File: src/hw/rtl/btans_pkg.sv
// Shared types and constant coding tables for the binary tANS encoder.
// Used by btans_step, btans_out_queue and binary_tans_encoder_core.
// Depends on nothing.
package btans_pkg;

    localparam int SPLIT_MAX = 6;

    localparam logic FUNC_ENCODE = 1'b0;
    localparam logic FUNC_FINISH = 1'b1;

    typedef logic [2:0] t_state;
    typedef logic [2:0] t_split;

    typedef struct packed {
        logic       last;
        logic [7:0] data;
    } t_entry;

    typedef struct packed {
        logic [1:0] num;
        t_entry     ent0;
        t_entry     ent1;
    } t_push;

    // Next-state offsets indexed by symbol, split row and state offset.
    localparam logic [2:0] NEXT_TAB [0:1][0:SPLIT_MAX][0:7] = '{
        '{
            '{3'd1, 3'd2, 3'd3, 3'd4, 3'd5, 3'd6, 3'd0, 3'd0},
            '{3'd0, 3'd0, 3'd0, 3'd0, 3'd0, 3'd0, 3'd0, 3'd0},
            '{3'd2, 3'd3, 3'd4, 3'd5, 3'd0, 3'd0, 3'd1, 3'd1},
            '{3'd0, 3'd0, 3'd0, 3'd0, 3'd1, 3'd1, 3'd1, 3'd1},
            '{3'd3, 3'd4, 3'd0, 3'd0, 3'd1, 3'd1, 3'd2, 3'd2},
            '{3'd1, 3'd1, 3'd2, 3'd2, 3'd0, 3'd0, 3'd0, 3'd0},
            '{3'd0, 3'd0, 3'd1, 3'd1, 3'd2, 3'd2, 3'd3, 3'd3}
        },
        '{
            '{3'd7, 3'd7, 3'd7, 3'd7, 3'd7, 3'd7, 3'd7, 3'd7},
            '{3'd2, 3'd3, 3'd4, 3'd5, 3'd6, 3'd7, 3'd1, 3'd1},
            '{3'd6, 3'd6, 3'd6, 3'd6, 3'd7, 3'd7, 3'd7, 3'd7},
            '{3'd4, 3'd5, 3'd6, 3'd7, 3'd2, 3'd2, 3'd3, 3'd3},
            '{3'd6, 3'd6, 3'd7, 3'd7, 3'd5, 3'd5, 3'd5, 3'd5},
            '{3'd6, 3'd7, 3'd3, 3'd3, 3'd4, 3'd4, 3'd5, 3'd5},
            '{3'd4, 3'd4, 3'd5, 3'd5, 3'd6, 3'd6, 3'd7, 3'd7}
        }
    };

    // Emitted bit values indexed by symbol, split row and state offset.
    localparam logic [2:0] BITS_TAB [0:1][0:SPLIT_MAX][0:7] = '{
        '{
            '{3'd0, 3'd0, 3'd0, 3'd0, 3'd0, 3'd0, 3'd0, 3'd1},
            '{3'd0, 3'd4, 3'd2, 3'd6, 3'd1, 3'd5, 3'd3, 3'd7},
            '{3'd0, 3'd0, 3'd0, 3'd0, 3'd0, 3'd1, 3'd0, 3'd1},
            '{3'd0, 3'd2, 3'd1, 3'd3, 3'd0, 3'd2, 3'd1, 3'd3},
            '{3'd0, 3'd0, 3'd0, 3'd1, 3'd0, 3'd1, 3'd0, 3'd1},
            '{3'd0, 3'd1, 3'd0, 3'd1, 3'd0, 3'd2, 3'd1, 3'd3},
            '{3'd0, 3'd1, 3'd0, 3'd1, 3'd0, 3'd1, 3'd0, 3'd1}
        },
        '{
            '{3'd0, 3'd4, 3'd2, 3'd6, 3'd1, 3'd5, 3'd3, 3'd7},
            '{3'd0, 3'd0, 3'd0, 3'd0, 3'd0, 3'd0, 3'd0, 3'd1},
            '{3'd0, 3'd2, 3'd1, 3'd3, 3'd0, 3'd2, 3'd1, 3'd3},
            '{3'd0, 3'd0, 3'd0, 3'd0, 3'd0, 3'd1, 3'd0, 3'd1},
            '{3'd0, 3'd1, 3'd0, 3'd1, 3'd0, 3'd2, 3'd1, 3'd3},
            '{3'd0, 3'd0, 3'd0, 3'd1, 3'd0, 3'd1, 3'd0, 3'd1},
            '{3'd0, 3'd1, 3'd0, 3'd1, 3'd0, 3'd1, 3'd0, 3'd1}
        }
    };

    // Emitted bit counts indexed by symbol, split row and state offset.
    localparam logic [1:0] NBITS_TAB [0:1][0:SPLIT_MAX][0:7] = '{
        '{
            '{2'd0, 2'd0, 2'd0, 2'd0, 2'd0, 2'd0, 2'd1, 2'd1},
            '{2'd3, 2'd3, 2'd3, 2'd3, 2'd3, 2'd3, 2'd3, 2'd3},
            '{2'd0, 2'd0, 2'd0, 2'd0, 2'd1, 2'd1, 2'd1, 2'd1},
            '{2'd2, 2'd2, 2'd2, 2'd2, 2'd2, 2'd2, 2'd2, 2'd2},
            '{2'd0, 2'd0, 2'd1, 2'd1, 2'd1, 2'd1, 2'd1, 2'd1},
            '{2'd1, 2'd1, 2'd1, 2'd1, 2'd2, 2'd2, 2'd2, 2'd2},
            '{2'd1, 2'd1, 2'd1, 2'd1, 2'd1, 2'd1, 2'd1, 2'd1}
        },
        '{
            '{2'd3, 2'd3, 2'd3, 2'd3, 2'd3, 2'd3, 2'd3, 2'd3},
            '{2'd0, 2'd0, 2'd0, 2'd0, 2'd0, 2'd0, 2'd1, 2'd1},
            '{2'd2, 2'd2, 2'd2, 2'd2, 2'd2, 2'd2, 2'd2, 2'd2},
            '{2'd0, 2'd0, 2'd0, 2'd0, 2'd1, 2'd1, 2'd1, 2'd1},
            '{2'd1, 2'd1, 2'd1, 2'd1, 2'd2, 2'd2, 2'd2, 2'd2},
            '{2'd0, 2'd0, 2'd1, 2'd1, 2'd1, 2'd1, 2'd1, 2'd1},
            '{2'd1, 2'd1, 2'd1, 2'd1, 2'd1, 2'd1, 2'd1, 2'd1}
        }
    };

endpackage

File: src/hw/rtl/binary_tans_encoder_core.sv
// Top level of the binary tANS encoder: stream ports, coder and output queue.
// Depends on btans_pkg, btans_step and btans_out_queue.
//
//   channel   direction  carries
//   s_axis    in         tdata: symbol (bit 0); tuser: func (0 encode, 1 finish)
//   m_axis    out        tdata: out_byte; tlast: last
//   cfg       in         data: probability_split (3 bits, saturated to 6)
//
// An item is taken every cycle while the output queue has room for two bytes;
// its bytes are registered in the queue and go out on m_axis behind those waiting.
// A finish item may give two bytes, which leave one per cycle while m_axis is ready.
// The coder state, packer and queue are cleared by the synchronous reset.
// A stall on m_axis fills the queue and then holds s_axis_tready low.
module binary_tans_encoder_core #(
    parameter int QUEUE_DEPTH = 4
) (
    input  logic       i_clk,
    input  logic       i_rst_n,
    input  logic       i_s_axis_tvalid,
    output logic       o_s_axis_tready,
    input  logic [7:0] i_s_axis_tdata,   // bit 0: symbol; bits 7..1: zero
    input  logic       i_s_axis_tuser,   // bit 0: func
    output logic       o_m_axis_tvalid,
    input  logic       i_m_axis_tready,
    output logic [7:0] o_m_axis_tdata,   // bits 7..0: out_byte
    output logic       o_m_axis_tlast,
    input  logic       i_cfg_valid,
    output logic       o_cfg_ready,
    input  logic [2:0] i_cfg_data
);

    btans_pkg::t_push  push;
    btans_pkg::t_entry head;
    logic              accept;
    logic              space;
    logic              pop;

    assign o_cfg_ready     = 1'b1;
    assign o_s_axis_tready = space;
    assign accept          = i_s_axis_tvalid && space;
    assign pop             = o_m_axis_tvalid && i_m_axis_tready;
    assign o_m_axis_tdata  = head.data;
    assign o_m_axis_tlast  = head.last;

    btans_step u_step (
        .i_clk       (i_clk),
        .i_rst_n     (i_rst_n),
        .i_cfg_valid (i_cfg_valid),
        .i_cfg_data  (i_cfg_data),
        .i_accept    (accept),
        .i_func      (i_s_axis_tuser),
        .i_symbol    (i_s_axis_tdata[0]),
        .o_push      (push)
    );

    btans_out_queue #(
        .DEPTH (QUEUE_DEPTH)
    ) u_queue (
        .i_clk   (i_clk),
        .i_rst_n (i_rst_n),
        .i_push  (push),
        .i_pop   (pop),
        .o_space (space),
        .o_valid (o_m_axis_tvalid),
        .o_entry (head)
    );

`ifndef SYNTHESIS
    a_no_push_without_accept: assert property (@(posedge i_clk) disable iff (!i_rst_n)
        !accept |-> push.num == 2'd0)
        else $error("queue written without an accepted item");

    a_finish_gives_last: assert property (@(posedge i_clk) disable iff (!i_rst_n)
        accept && i_s_axis_tuser == btans_pkg::FUNC_FINISH |=> o_m_axis_tvalid)
        else $error("finish item left no byte waiting");

    a_last_ends_finish: assert property (@(posedge i_clk) disable iff (!i_rst_n)
        push.num != 2'd0 && push.ent0.last |-> i_s_axis_tuser == btans_pkg::FUNC_FINISH)
        else $error("last byte pushed by an encode item");
`endif

endmodule

File: src/hw/rtl/btans_step.sv
// Coder state, split register and byte packer of the binary tANS encoder.
// Turns one accepted item into zero to two output entries combinationally, in the same cycle.
// Depends on btans_pkg.
module btans_step (
    input  logic                  i_clk,
    input  logic                  i_rst_n,
    input  logic                  i_cfg_valid,
    input  btans_pkg::t_split     i_cfg_data,
    input  logic                  i_accept,
    input  logic                  i_func,
    input  logic                  i_symbol,
    output btans_pkg::t_push      o_push
);

    btans_pkg::t_split r_split;
    btans_pkg::t_split n_split;
    btans_pkg::t_state r_state;
    btans_pkg::t_state n_state;
    logic [7:0]        r_byte;
    logic [7:0]        n_byte;
    logic [2:0]        r_cnt;
    logic [2:0]        n_cnt;

    logic [2:0]  tab_val;
    logic [1:0]  tab_nb;
    logic [1:0]  align_sh;
    logic [3:0]  field;
    logic [2:0]  add_n;
    logic [3:0]  total;
    logic [15:0] acc;

    always_comb begin
        n_split = r_split;
        if (i_cfg_valid) begin
            n_split = (i_cfg_data > 3'(btans_pkg::SPLIT_MAX)) ?
                      3'(btans_pkg::SPLIT_MAX) : i_cfg_data;
        end
    end

    always_comb begin
        tab_val  = btans_pkg::BITS_TAB[i_symbol][r_split][r_state];
        tab_nb   = btans_pkg::NBITS_TAB[i_symbol][r_split][r_state];
        align_sh = 2'd3 - tab_nb;
        if (i_func == btans_pkg::FUNC_FINISH) begin
            field = {r_state, 1'b1};
            add_n = 3'd4;
        end else begin
            field = 4'({tab_val, 1'b0} << align_sh);
            add_n = {1'b0, tab_nb};
        end
        total = {1'b0, r_cnt} + {1'b0, add_n};
        acc   = {r_byte, 8'h00} | ({field, 12'h000} >> r_cnt);
    end

    always_comb begin
        o_push.ent0.data = acc[15:8];
        o_push.ent1.data = acc[7:0];
        o_push.ent1.last = 1'b1;
        o_push.num       = 2'd0;
        o_push.ent0.last = 1'b0;
        if (i_accept) begin
            if (i_func == btans_pkg::FUNC_FINISH) begin
                o_push.ent0.last = (total <= 4'd8);
                o_push.num       = (total > 4'd8) ? 2'd2 : 2'd1;
            end else begin
                o_push.num = (total >= 4'd8) ? 2'd1 : 2'd0;
            end
        end
    end

    always_comb begin
        n_state = r_state;
        n_byte  = r_byte;
        n_cnt   = r_cnt;
        if (i_accept) begin
            if (i_func == btans_pkg::FUNC_FINISH) begin
                n_state = '0;
                n_byte  = '0;
                n_cnt   = '0;
            end else begin
                n_state = btans_pkg::NEXT_TAB[i_symbol][r_split][r_state];
                if (total >= 4'd8) begin
                    n_byte = acc[7:0];
                    n_cnt  = 3'(total - 4'd8);
                end else begin
                    n_byte = acc[15:8];
                    n_cnt  = total[2:0];
                end
            end
        end
    end

    always_ff @(posedge i_clk) begin
        if (!i_rst_n) begin
            r_split <= 3'(btans_pkg::SPLIT_MAX);
            r_state <= '0;
            r_byte  <= '0;
            r_cnt   <= '0;
        end else begin
            r_split <= n_split;
            r_state <= n_state;
            r_byte  <= n_byte;
            r_cnt   <= n_cnt;
        end
    end

`ifndef SYNTHESIS
    a_pad_clean: assert property (@(posedge i_clk) disable iff (!i_rst_n)
        (r_byte & (8'hFF >> r_cnt)) == 8'h00)
        else $error("pending byte holds bits below its fill level");

    a_finish_resets: assert property (@(posedge i_clk) disable iff (!i_rst_n)
        i_accept && i_func == btans_pkg::FUNC_FINISH |=>
        r_state == '0 && r_cnt == '0 && r_byte == '0)
        else $error("finish did not return the coder to its start state");

    a_encode_one: assert property (@(posedge i_clk) disable iff (!i_rst_n)
        i_accept && i_func == btans_pkg::FUNC_ENCODE |->
        o_push.num != 2'd2 && !o_push.ent0.last)
        else $error("encode item produced more than one byte or a last byte");

    a_split_range: assert property (@(posedge i_clk) disable iff (!i_rst_n)
        r_split <= 3'(btans_pkg::SPLIT_MAX))
        else $error("split register out of range");
`endif

endmodule

File: src/hw/rtl/btans_out_queue.sv
// Small output queue that takes up to two entries per cycle and gives one.
// Parts the coder from the output stream so input is taken while bytes wait.
// Depends on btans_pkg.
module btans_out_queue #(
    parameter int DEPTH = 4
) (
    input  logic                 i_clk,
    input  logic                 i_rst_n,
    input  btans_pkg::t_push     i_push,
    input  logic                 i_pop,
    output logic                 o_space,
    output logic                 o_valid,
    output btans_pkg::t_entry    o_entry
);

    localparam int AW = $clog2(DEPTH);
    localparam int CW = $clog2(DEPTH + 1);

    btans_pkg::t_entry r_mem [DEPTH];
    logic [AW-1:0]     r_wr;
    logic [AW-1:0]     n_wr;
    logic [AW-1:0]     r_rd;
    logic [AW-1:0]     n_rd;
    logic [CW-1:0]     r_count;
    logic [CW-1:0]     n_count;
    logic [AW-1:0]     wr_next;

    assign o_valid = (r_count != '0);
    assign o_entry = r_mem[r_rd];
    assign o_space = (r_count <= CW'(DEPTH - 2));
    assign wr_next = r_wr + AW'(1);

    always_comb begin
        n_wr    = r_wr + AW'(i_push.num);
        n_rd    = i_pop ? r_rd + AW'(1) : r_rd;
        n_count = r_count + CW'(i_push.num) - CW'(i_pop);
    end

    always_ff @(posedge i_clk) begin
        if (i_push.num != 2'd0) begin
            r_mem[r_wr] <= i_push.ent0;
        end
        if (i_push.num == 2'd2) begin
            r_mem[wr_next] <= i_push.ent1;
        end
    end

    always_ff @(posedge i_clk) begin
        if (!i_rst_n) begin
            r_wr    <= '0;
            r_rd    <= '0;
            r_count <= '0;
        end else begin
            r_wr    <= n_wr;
            r_rd    <= n_rd;
            r_count <= n_count;
        end
    end

`ifndef SYNTHESIS
    a_no_overflow: assert property (@(posedge i_clk) disable iff (!i_rst_n)
        r_count <= CW'(DEPTH))
        else $error("output queue holds more entries than it has");

    a_no_underflow: assert property (@(posedge i_clk) disable iff (!i_rst_n)
        i_pop |-> r_count != '0)
        else $error("output queue popped while empty");
`endif

endmodule
File: config.mk
export PLATFORM = sky130hd
export DESIGN_NAME = binary_tans_encoder_core
export DESIGN_NICKNAME = d
export VERILOG_FILES = /design/src/hw/rtl/btans_pkg.sv /design/src/hw/rtl/binary_tans_encoder_core.sv /design/src/hw/rtl/btans_step.sv /design/src/hw/rtl/btans_out_queue.sv
export SDC_FILE = /design/constraint.sdc
export NUM_CORES = 1
export LEC_CHECK = 0
export ABC_AREA = 1
export BUFFER_PORTS_ARGS = -buffer_cell sky130_fd_sc_hd__clkbuf_2
export CORE_MARGIN = 2
export CORE_UTILIZATION = 50
export DETAILED_ROUTE_END_ITERATION = 6
export PLACE_DENSITY = 0.64
export SLEW_MARGIN = 30
export SYNTH_ARGS = -nofsm -noshare
export SYNTH_HDL_FRONTEND = slang
export SYNTH_HIERARCHICAL = 1
export SYNTH_SLANG_ARGS = --single-unit
File: constraint.sdc
create_clock -name i_clk -period 4.4 [get_ports i_clk]
set_clock_uncertainty 0.15 [all_clocks]
set_input_delay 0.22 -clock i_clk [delete_from_list [all_inputs] [get_ports i_clk]]
set_output_delay 0.22 -clock i_clk [all_outputs]
set_load 0.05 [all_outputs]
==> results of run 1 <==
-- per-layer routing --
layer / routed length (um) / vias to the layer above
li1: - / 1863
met1: 4240 / 1547
met2: 4110 / 83
met3: 395 / 6
met4: 57 / 0
met5: 0 / -
-- synthesized netlist by cell type (all sizes together), types with 2 or more instances --
cell type	n	area share
nand2	159	0.16
nor2	31	0.031
conb	3	0.0028
a21oi	36	0.045
nand4	7	0.011
and3	2	0.0031
clkbuf	9	0.0084
nand3	31	0.040
ha	11	0.034
o211ai	11	0.020
inv	80	0.074
o21ai	72	0.097
dfxtp	26	0.13
fa	2	0.0099
buf	18	0.033
edfxtp	36	0.27
nor3	2	0.0025
a31oi	4	0.0062
-- worst max path at each step --
stage                     endpoint  slack [ns]  cells after the start
2_1_floorplan  u_queue/r_mem[1][0]        0.55                     19
3_3_place_gp    u_queue/r_count[2]        0.33                     24
3_5_place_dp    u_queue/r_count[2]        0.27                     24
4_1_cts         u_queue/r_count[2]        0.27                     22
5_1_grt         u_queue/r_count[2]        0.03                     23
6_report        u_queue/r_count[2]        0.37                     22
-- power breakdown --
group	internal, mW	switching, mW	total, mW	leakage [nW]
Clock	0.321	0.231	0.551	0.104
Combinational	0.203	0.486	0.688	1.33
Sequential	0.681	0.0721	0.753	0.544
-- logic make-up (layout without fill, tap and decap cells) --
logic type | after synthesis | after routing | synth area share
AND/OR/NAND/NOR | 233 | 233 | 0.247
buffers and inverters | 108 | 131 | 0.117
other | 3 | 7 | 0.00279
adder cells (fa/ha/maj) | 13 | 13 | 0.0439
XOR/XNOR | 1 | 1 | 0.00217
flip-flops | 62 | 62 | 0.396
AO/OA/AOI/OAI | 134 | 134 | 0.191
-- through the flow --
step / cell area (um^2) / instances / hold slack, ns / total power [mW]
after floorplan: 4060 / 558 / 0.163 / 1.30
after global placement: 4180 / 661 / 0.302 / 1.43
after detailed placement: 4180 / 661 / 0.308 / 1.45
after CTS: 4460 / 683 / 0.0415 / 2.01
after global routing: 4460 / 683 / 0.0605 / 2.13
final: 4460 / 683 / 0.0530 / 1.99
-- what timing repair did --
item                                    CTS  global route
endpoints found under the hold margin     3             0
gates resized for setup                   0             1
hold buffers                              6             0
endpoints found under the setup margin    0            23
-- final cells by class --
class	count	share of cell area
clock buffer	9	0.0278
clock inverter	7	0.0216
inverter	81	0.0681
multi-input combinational	388	0.445
sequential	62	0.359
tap	102	0.0286
timing repair buffer	34	0.0493
-- sequential cells by signal, indices dropped and copies added (netlist names), named ones only --
name / cells
u_step/r_byte: 8
u_queue/r_rd: 2
u_queue/r_mem: 36
u_step/r_state: 3
u_queue/r_count: 3
u_queue/r_wr: 2
u_step/r_split: 3
u_step/r_cnt: 3
-- worst min-delay path, cell delays in order --
cell      delay (ns)
clkbuf_2        0.11
nand3_1         0.09
a21oi_1         0.06
-- layout by cell type, fill, tap and decap left out, types with 5 or more instances in the layout --
cell	n
nor2_1	29
o21ai_2	8
clkbuf_8	9
dfxtp_1	25
conb_1	7
nand2_2	5
clkbuf_2	20
nand4_1	7
edfxtp_1	36
dlygate4sd3_1	6
o21ai_1	28
buf_4	8
nand3_1	30
inv_1	75
inv_2	5
ha_1	11
o21ai_0	36
o211ai_1	11
a21oi_1	36
nand2_1	150
==> results.sh, run 1 <==
export IMPL_status="complete, no violations"
export IMPL_post_cts_buffers=0
export IMPL_r2r_cells=22
export IMPL_fin_tns_setup_ns=0
export IMPL_ys_ff_latch=62
export IMPL_grt_remaining_overflow=0
export IMPL_startpoint_type="flip-flop"
export IMPL_path_delay_family="adder cells"
export IMPL_seq_area_um2=1600
export IMPL_power_density_nw_per_um2=446
export IMPL_grt_usage=0.222
export IMPL_met2_usage=0.363
export IMPL_tightest_slew_ns=0.676
export IMPL_post_drt_wl_per_cell_um=12.9
export IMPL_place_gp_congestion=0.917
export IMPL_clockBufferDepth=2
export IMPL_reg2reg_slack_ns=0.37
export IMPL_syn_inst=554
export IMPL_portBuffers=20
export IMPL_cpMostUsedCell="inv_1"
export IMPL_die_area_um2=8820
export IMPL_setup_violations_final=0
export IMPL_r2r_end="u_queue/r_count[2]"
export IMPL_syn2layout_area_growth_pct=10.4
export IMPL_antenna_cells_inserted=0
export IMPL_drive_gt1_frac=0.124
export IMPL_insertion_delay_ns=0.33
export IMPL_coreArea_um2=7770
export IMPL_crit_arrival_ns=4.12
export IMPL_fin_util=0.575
export IMPL_path_class="flip-flop to flip-flop"
export IMPL_finalCritPeriodShare=0.917
export IMPL_synth_edf_count=36
export IMPL_yosysWarnings=6
export IMPL_crit_required_ns=4.48
export IMPL_hold_start="i_cfg_valid"
export IMPL_cp_slowest_cell="fa_1"
export IMPL_critPathLaunch="u_step/r_split[0]"
export IMPL_ys_flop_type="edfxtp_1"
export IMPL_hpwlAfterDp_um=6130
export IMPL_die_x_um=93.9
export IMPL_multiInputGateArea_um2=1990
export IMPL_fmax_mhz=248
export IMPL_die_h_um=93.9
export IMPL_synth_cell_type_count=42
export IMPL_start_util=0.520
export IMPL_viasPerCell=5.12
export IMPL_cts_tree="done"
export IMPL_use_met1=0.296
export IMPL_crit_fanout=4
export IMPL_crit_buf_inv=6
export IMPL_fin_crit_ns=4.03
export IMPL_cts_root_buf="clkbuf_8"
export IMPL_cts_max_level=3
export IMPL_dr_pass1_iters=5
export IMPL_hp_class="input port to flip-flop"
export IMPL_drt_initial_drc_count=170
export IMPL_grt_busiest_layer="met2"
export IMPL_worstSetupEndpointType="flip-flop"
export IMPL_rows=32
export IMPL_r2r_start="u_step/r_split[0]"
export IMPL_hold_viol_final=0
export IMPL_grt_pass1_wl_um=15300
export IMPL_ir_drop_v=0.000349
export IMPL_pin_count=29
export IMPL_cts_clk_slew_worst_paths_ns=0.07
export IMPL_fillers=745
export IMPL_pre_cts_slack_ns=0.267
export IMPL_drc=0
export IMPL_path_cells="inv_1 > ha_1 > inv_2 > nor2_1 > nand2_1 > nand3_1 > nand3_1 > a21oi_1 > ha_1 > inv_1 > fa_1 > xnor2_1 > o31ai_2 > nor2_1 > inv_2 > ha_1 > inv_1 > fa_1 > inv_1 > nand2_1 > a21oi_1 > nor2_1"
export IMPL_use_met3=0.0498
export IMPL_wl_um=8800
export IMPL_cts_sinks=62
export IMPL_fin_ws_ns=0.367
export IMPL_antenna_found_initial=0
export IMPL_async_flop_share=0
export IMPL_numCtsBuffers=9
export IMPL_vias=3499
export IMPL_drv_slew=0
export IMPL_min_to="u_step/r_split[0]"
export IMPL_relSlewSlack=0.549
export IMPL_ant_nets=0
export IMPL_avgSynthCellArea_um2=7.30
export IMPL_max_stage_delay_ns=0.44
export IMPL_ys_seq_area_frac=0.396
export IMPL_syn_area_um2=4040
export IMPL_power_leakage_nw=1.98
export IMPL_grt_start_max_net_pins=37
export IMPL_first_global_vias=3310
export IMPL_nNetsFinal=606
export IMPL_max_cap_viol_count=0
export IMPL_rsz0062_at_grt="no"
export IMPL_min_delay_path_depth=3
Note: power is estimated with default switching activity, not from simulation.
==> run 2, diff against run 1 <==
- HOLD_SLACK_MARGIN: not set -> 0.1
- SYNTH_HIERARCHICAL: 1 -> not set
==> results.sh, run 2 <==
export IMPL_fillers=731
export IMPL_cts_hold_buf=11
export IMPL_cts_root_buf="clkbuf_8"
export IMPL_fin_crit_ns=4.07
export IMPL_min_to="u_step.r_cnt[0]"
export IMPL_grt_start_max_net_pins=20
export IMPL_crit_fanout=5
export IMPL_r2r_start="u_step.r_split[0]"
export IMPL_insertion_delay_ns=0.33
export IMPL_drive_gt1_frac=0.165
export IMPL_layout_commonest_cell="nand2_1"
export IMPL_hold_slack_ns=0.196
export IMPL_final_instance_count_excl_fill=655
export IMPL_r2r_cells=20
export IMPL_synth_cell_type_count=45
export IMPL_yosys_area_top_type_share=0.247
export IMPL_clockBufferDepth=2
export IMPL_first_global_vias=3239
export IMPL_place_gp_congestion=0.903
export IMPL_startpoint_type="flip-flop"
export IMPL_pin_count=29
export IMPL_coreArea_um2=7650
export IMPL_setup_violations_final=0
export IMPL_viasPerCell=5.36
export IMPL_crit_required_ns=4.48
export IMPL_tightest_slew_ns=0.603
export IMPL_rsz0062_at_grt="no"
export IMPL_antenna_found_initial=0
export IMPL_cts_tree="done"
export IMPL_drc=0
export IMPL_post_cts_buffers=0
export IMPL_cts_resized=0
export IMPL_yosysWarnings=0
export IMPL_relSlewSlack=0.598
export IMPL_power_leakage_nw=1.84
export IMPL_yosysMostFrequentCell="nand2_1"
export IMPL_numCtsBuffers=9
export IMPL_finalCritPeriodShare=0.925
export IMPL_cpMostUsedCell="inv_1"
export IMPL_hold_viol_final=0
export IMPL_r2r_end="u_queue.r_count[2]"
export IMPL_grt_remaining_overflow=0
export IMPL_rows=32
export IMPL_async_flop_share=0
export IMPL_cts_clk_slew_worst_paths_ns=0.07
export IMPL_avgSynthCellArea_um2=7.67
export IMPL_min_delay_path_depth=4
export IMPL_drv_slew=0
export IMPL_grt_pass1_wl_um=15400
export IMPL_hp_class="input port to flip-flop"
export IMPL_final_cell_mix="112 x nand2_1, 52 x inv_1, 41 x o21ai_0, 39 x nor2_1, 38 x a21oi_1"
export IMPL_hold_start="i_s_axis_tuser"
export IMPL_ys_flop_type="edfxtp_1"
export IMPL_die_h_um=92.2
export IMPL_synthTopCellsByCount="112 x nand2_1, 52 x inv_1, 41 x o21ai_0, 39 x nor2_1, 38 x a21oi_1"
export IMPL_yosysTopAreaCell="edfxtp_1"
export IMPL_portBuffers=20
export IMPL_reg2reg_slack_ns=0.33
export IMPL_synth_area_leaders="edfxtp_1 25%, dfxtp_1 15%, nand2_1 11%"
export IMPL_top_regs="u_queue.r_mem x36, u_step.r_byte x8"
export IMPL_syn_inst=507
export IMPL_die_x_um=92.2
export IMPL_wl_um=9260
export IMPL_cp_slowest_cell="fa_1"
export IMPL_dr_pass1_iters=5
export IMPL_ir_drop_v=0.000475
export IMPL_fin_tns_setup_ns=0
export IMPL_drt_initial_drc_count=172
export IMPL_antenna_cells_inserted=0
export IMPL_ys_seq_area_frac=0.402
export IMPL_path_class="flip-flop to flip-flop"
export IMPL_post_drt_wl_per_cell_um=14.1
export IMPL_worstSetupEndpointType="flip-flop"
export IMPL_place_inst=628
export IMPL_top_register="u_queue.r_mem"
export IMPL_max_cap_viol_count=0
export IMPL_largest_reg_flops=36
export IMPL_ys_ff_latch=62
export IMPL_synth_edf_count=32
export IMPL_syn_nets=537
export IMPL_path_cells="inv_1 > ha_1 > inv_1 > nand3_1 > nand3_1 > nand2_1 > nand2_2 > nor2_1 > ha_1 > inv_1 > fa_1 > xnor2_1 > nor2_1 > a21oi_1 > nand2_1 > ha_1 > inv_1 > fa_1 > o21ai_0 > a21oi_1"
export IMPL_start_util=0.508
export IMPL_max_stage_delay_ns=0.44
export IMPL_syn2layout_area_growth_pct=14.6
export IMPL_die_area_um2=8490
export IMPL_vias=3512
export IMPL_status="complete, no violations"
export IMPL_grt_usage=0.230
export IMPL_hpwlAfterDp_um=6880
export IMPL_ant_nets=0
export IMPL_nNetsFinal=578
export IMPL_cts_sinks=62
export IMPL_syn_area_um2=3890
export IMPL_crit_arrival_ns=4.15
export IMPL_power_density_nw_per_um2=449
export IMPL_fmax_mhz=246
export IMPL_cts_max_level=3
[run 2: cell types whose count changed after synthesis, moves of 10 or more]
cell     delta
and2_1     +14
inv_1      -23
nand2_1    -38
nor2_1     +10
o21ai_1    -23
o22ai_1    +14
[run 2: power breakdown]
group          switching [mW]  internal [mW]
combinational           0.557          0.223
clock                   0.223          0.260
sequential             0.0644          0.671
total                   0.844           1.15
[run 2: kinds of logic after synthesis]
kind of cell             Yosys count  share of synthesized area
flip-flops                        62                      0.402
AO/OA/AOI/OAI                    119                      0.185
other                              1                   0.000965
XOR/XNOR                           2                    0.00451
AND/OR/NAND/NOR                  231                      0.279
buffers and inverters             79                     0.0827
adder cells (fa/ha/maj)           13                     0.0457
[run 2: final cells by class]
| class | count | area, um^2 | share of cell area |
|---|---|---|---|
| Tap cell | 102 | 128 | 0.0287 |
| Clock inverter | 6 | 62.6 | 0.0140 |
| Multi-Input combinational cell | 366 | 2000 | 0.450 |
| Clock buffer | 10 | 128 | 0.0287 |
| Sequential cell | 62 | 1560 | 0.351 |
| Timing Repair Buffer | 49 | 345 | 0.0775 |
| Inverter | 60 | 225 | 0.0506 |
[run 2: per-stage QoR]
| stage | total power, mW | instance area, um^2 | worst slack, ns | utilization |
|---|---|---|---|---|
| after floorplan | 1.33 | 3890 | 0.450 | - |
| after global placement | 1.50 | 4150 | 0.366 | 0.543 |
| after detailed placement | 1.52 | 4150 | 0.269 | 0.543 |
| after CTS | 2.00 | 4450 | 0.299 | 0.582 |
| after global routing | 2.13 | 4450 | 0.0146 | 0.582 |
| final | 2.00 | 4450 | 0.328 | 0.582 |
[run 2: worst max-delay path: cells and delay by family (launching register included)]
| kind | cells | cell delay (ns) |
|---|---|---|
| adders and majority gates | 5 | 1.64 |
| AOI/OAI and AO/OA | 3 | 0.54 |
| buffers and inverters | 4 | 0.26 |
| xor gates and xnor gates | 1 | 0.19 |
| and+or+nand+nor | 7 | 0.84 |
| DFF | 1 | 0.33 |
[run 2: layer usage]
| metal | share of wire | global-route usage |
|---|---|---|
| met1 | 0.45 | 0.294 |
| met2 | 0.48 | 0.386 |
| met4 | 0.022 | 0.0721 |
| met3 | 0.048 | 0.0526 |
| met5 | 0 | 0 |
[run 2: worst max-delay path by stage]
stage,cells after the start,end,startpoint
after floorplan,23,u_queue.r_count[2],u_step.r_split[0]
after global routing,22,u_queue.r_count[2],u_step.r_split[0]
after CTS,20,u_queue.r_count[2],u_step.r_split[0]
after detailed placement,21,u_queue.r_count[2],i_s_axis_tdata[0]
after global placement,22,u_queue.r_count[2],i_s_axis_tdata[0]
final,20,u_queue.r_count[2],u_step.r_split[0]
==> run 3, diff against run 2 <==
- GPL_TIMING_DRIVEN: not set -> 0
- SETUP_SLACK_MARGIN: not set -> 0.3
==> results.sh, run 3 (synthesized netlist as in run 2, its figures left out) <==
export IMPL_status="complete, no violations"
export IMPL_top_register="u_queue.r_mem"
export IMPL_wl_um=9940
export IMPL_pre_cts_slack_ns=-0.395
export IMPL_grt_remaining_overflow=0
export IMPL_cpMostUsedCell="inv_1"
export IMPL_vias=3597
export IMPL_final_instance_count_excl_fill=662
export IMPL_largest_reg_flops=36
export IMPL_place_gp_congestion=0.956
export IMPL_worst_path_stages=23
export IMPL_dr_pass1_iters=5
export IMPL_reg2reg_slack_ns=0.53
export IMPL_crit_arrival_ns=4.01
export IMPL_fin_ws_ns=0.527
export IMPL_ant_nets=0
export IMPL_final_cell_mix="104 x nand2_1, 51 x inv_1, 40 x o21ai_0, 37 x nor2_1, 37 x a21oi_1"
export IMPL_ir_drop_v=0.000372
export IMPL_hold_viol_final=0
export IMPL_nNetsFinal=585
export IMPL_insertion_delay_ns=0.34
export IMPL_cts_max_level=3
export IMPL_setup_violations_final=0
export IMPL_design_area_um2=4590
export IMPL_crit_required_ns=4.54
export IMPL_layout_commonest_cell="nand2_1"
export IMPL_drive_gt1_frac=0.195
export IMPL_rows=32
export IMPL_numCtsBuffers=9
export IMPL_route_layer_met1_wl_um=4540
export IMPL_drv_slew=0
export IMPL_crit_fanout=5
export IMPL_pin_count=29
export IMPL_post_drt_wl_per_cell_um=15.0
export IMPL_route_met2_wl_um=4800
export IMPL_fmax_mhz=258
export IMPL_portBuffers=19
export IMPL_r2r_cells=23
export IMPL_die_h_um=92.2
export IMPL_relSlewSlack=0.598
export IMPL_grt_pass1_wl_um=16500
export IMPL_top_regs="u_queue.r_mem x36, u_step.r_byte x8"
export IMPL_startpoint_type="flip-flop"
export IMPL_finalCritPeriodShare=0.880
export IMPL_die_area_um2=8490
export IMPL_tightest_slew_ns=0.603
export IMPL_cts_tree="done"
export IMPL_max_cap_viol_count=0
export IMPL_power_mw=2.07
export IMPL_rsz0062_at_grt="no"
export IMPL_top_layer="met4"
export IMPL_crit_buf_inv=6
export IMPL_cts_root_buf="clkbuf_8"
export IMPL_hold_slack_ns=0.115
export IMPL_drt_initial_drc_count=186
export IMPL_place_inst=628
export IMPL_viasPerCell=5.43
export IMPL_fin_crit_ns=3.87
export IMPL_hp_class="input port to flip-flop"
export IMPL_power_leakage_nw=1.85
export IMPL_start_util=0.508
export IMPL_grt_start_max_net_pins=13
export IMPL_path_cells="inv_2 > ha_1 > buf_6 > inv_1 > nand3_2 > nand3_1 > nand2_1 > nand2_4 > nor2_4 > ha_2 > inv_1 > fa_2 > xnor2_2 > nor2_2 > a21oi_4 > nor2_4 > nor2_4 > ha_1 > inv_1 > ha_1 > fa_2 > nand2_1 > inv_1"
export IMPL_grt_usage=0.245
export IMPL_path_delay_family="adder cells"
export IMPL_hpwlAfterDp_um=7280
export IMPL_power_density_nw_per_um2=450
export IMPL_critPathLaunch="u_step.r_split[0]"
export IMPL_cp_endpoint="u_queue.r_count[1]"
export IMPL_worstSetupEndpointType="flip-flop"
export IMPL_wl_met3_um=371
export IMPL_r2r_start="u_step.r_split[0]"
export IMPL_cp_slowest_cell="fa_2"
export IMPL_cts_sinks=62
export IMPL_coreArea_um2=7650
export IMPL_fin_tns_setup_ns=0
export IMPL_first_global_vias=3318
export IMPL_drc=0
export IMPL_clockBufferDepth=2
export IMPL_syn2layout_area_growth_pct=18.0
export IMPL_fillers=732
export IMPL_fin_util=0.600
export IMPL_cts_clk_slew_worst_paths_ns=0.07
export IMPL_dpl_cell_area_um2=4110
export IMPL_r2r_end="u_queue.r_count[1]"
export IMPL_antenna_cells_inserted=0
export IMPL_die_x_um=92.2
export IMPL_max_stage_delay_ns=0.52
export IMPL_path_class="flip-flop to flip-flop"
export IMPL_antenna_found_initial=0
[run 3: cell count changes in the layout (fill, tap and decap cells not counted), moves of 3 or more]
cell / delta
buf_2: +4
buf_4: -8
clkbuf_1: +7
nand2_1: -8
nand2_2: +3
nand2_4: +5
[run 3: how the worst min path moves through the flow]
stage	cells after the start	startpoint	to
after floorplan	1	i_cfg_valid	u_step.r_split[1]
after detailed placement	2	u_queue.r_mem[2][8]	u_queue.r_mem[2][8]
after CTS	3	i_rst_n	u_queue.r_count[0]
after global placement	2	u_queue.r_mem[2][8]	u_queue.r_mem[2][8]
after global routing	3	i_rst_n	u_queue.r_count[1]
final	3	i_rst_n	u_queue.r_count[0]
[run 3: final cells by class]
class                      count  area, um^2  share of cell area
clock buffer                   9         124              0.0270
clock inverter                 7        73.8              0.0161
tap                          102         128              0.0278
timing repair buffer          37         268              0.0584
sequential                    62        1570               0.341
inverter                      60         225              0.0491
multi-input combinational    366        2100               0.458
buffer                        19         103              0.0224
[run 3: metal layers]
metal,track usage,up-vias
li1,-,1821
met1,0.318,1668
met2,0.416,88
met3,0.0353,20
met4,0.0908,0
met5,0,-
[run 3: tightest hold or removal path, stage by stage]
cell and delay [ns]:
clkbuf_1 0.21, nand2_1 0.11, inv_1 0.03
[run 3: where the power goes]
group          total [mW]  switching (mW)  internal (mW)
Combinational       0.847           0.602          0.245
Sequential          0.715          0.0453          0.670
Clock               0.503           0.240          0.263
[run 3: repair_timing]
action,in CTS,in global routing
endpoints found under the setup margin,73,60
endpoints found under the hold margin,5,0
gates resized for setup,17,14
buffers inserted,3,5
hold buffers,10,0
pin swaps,2,5
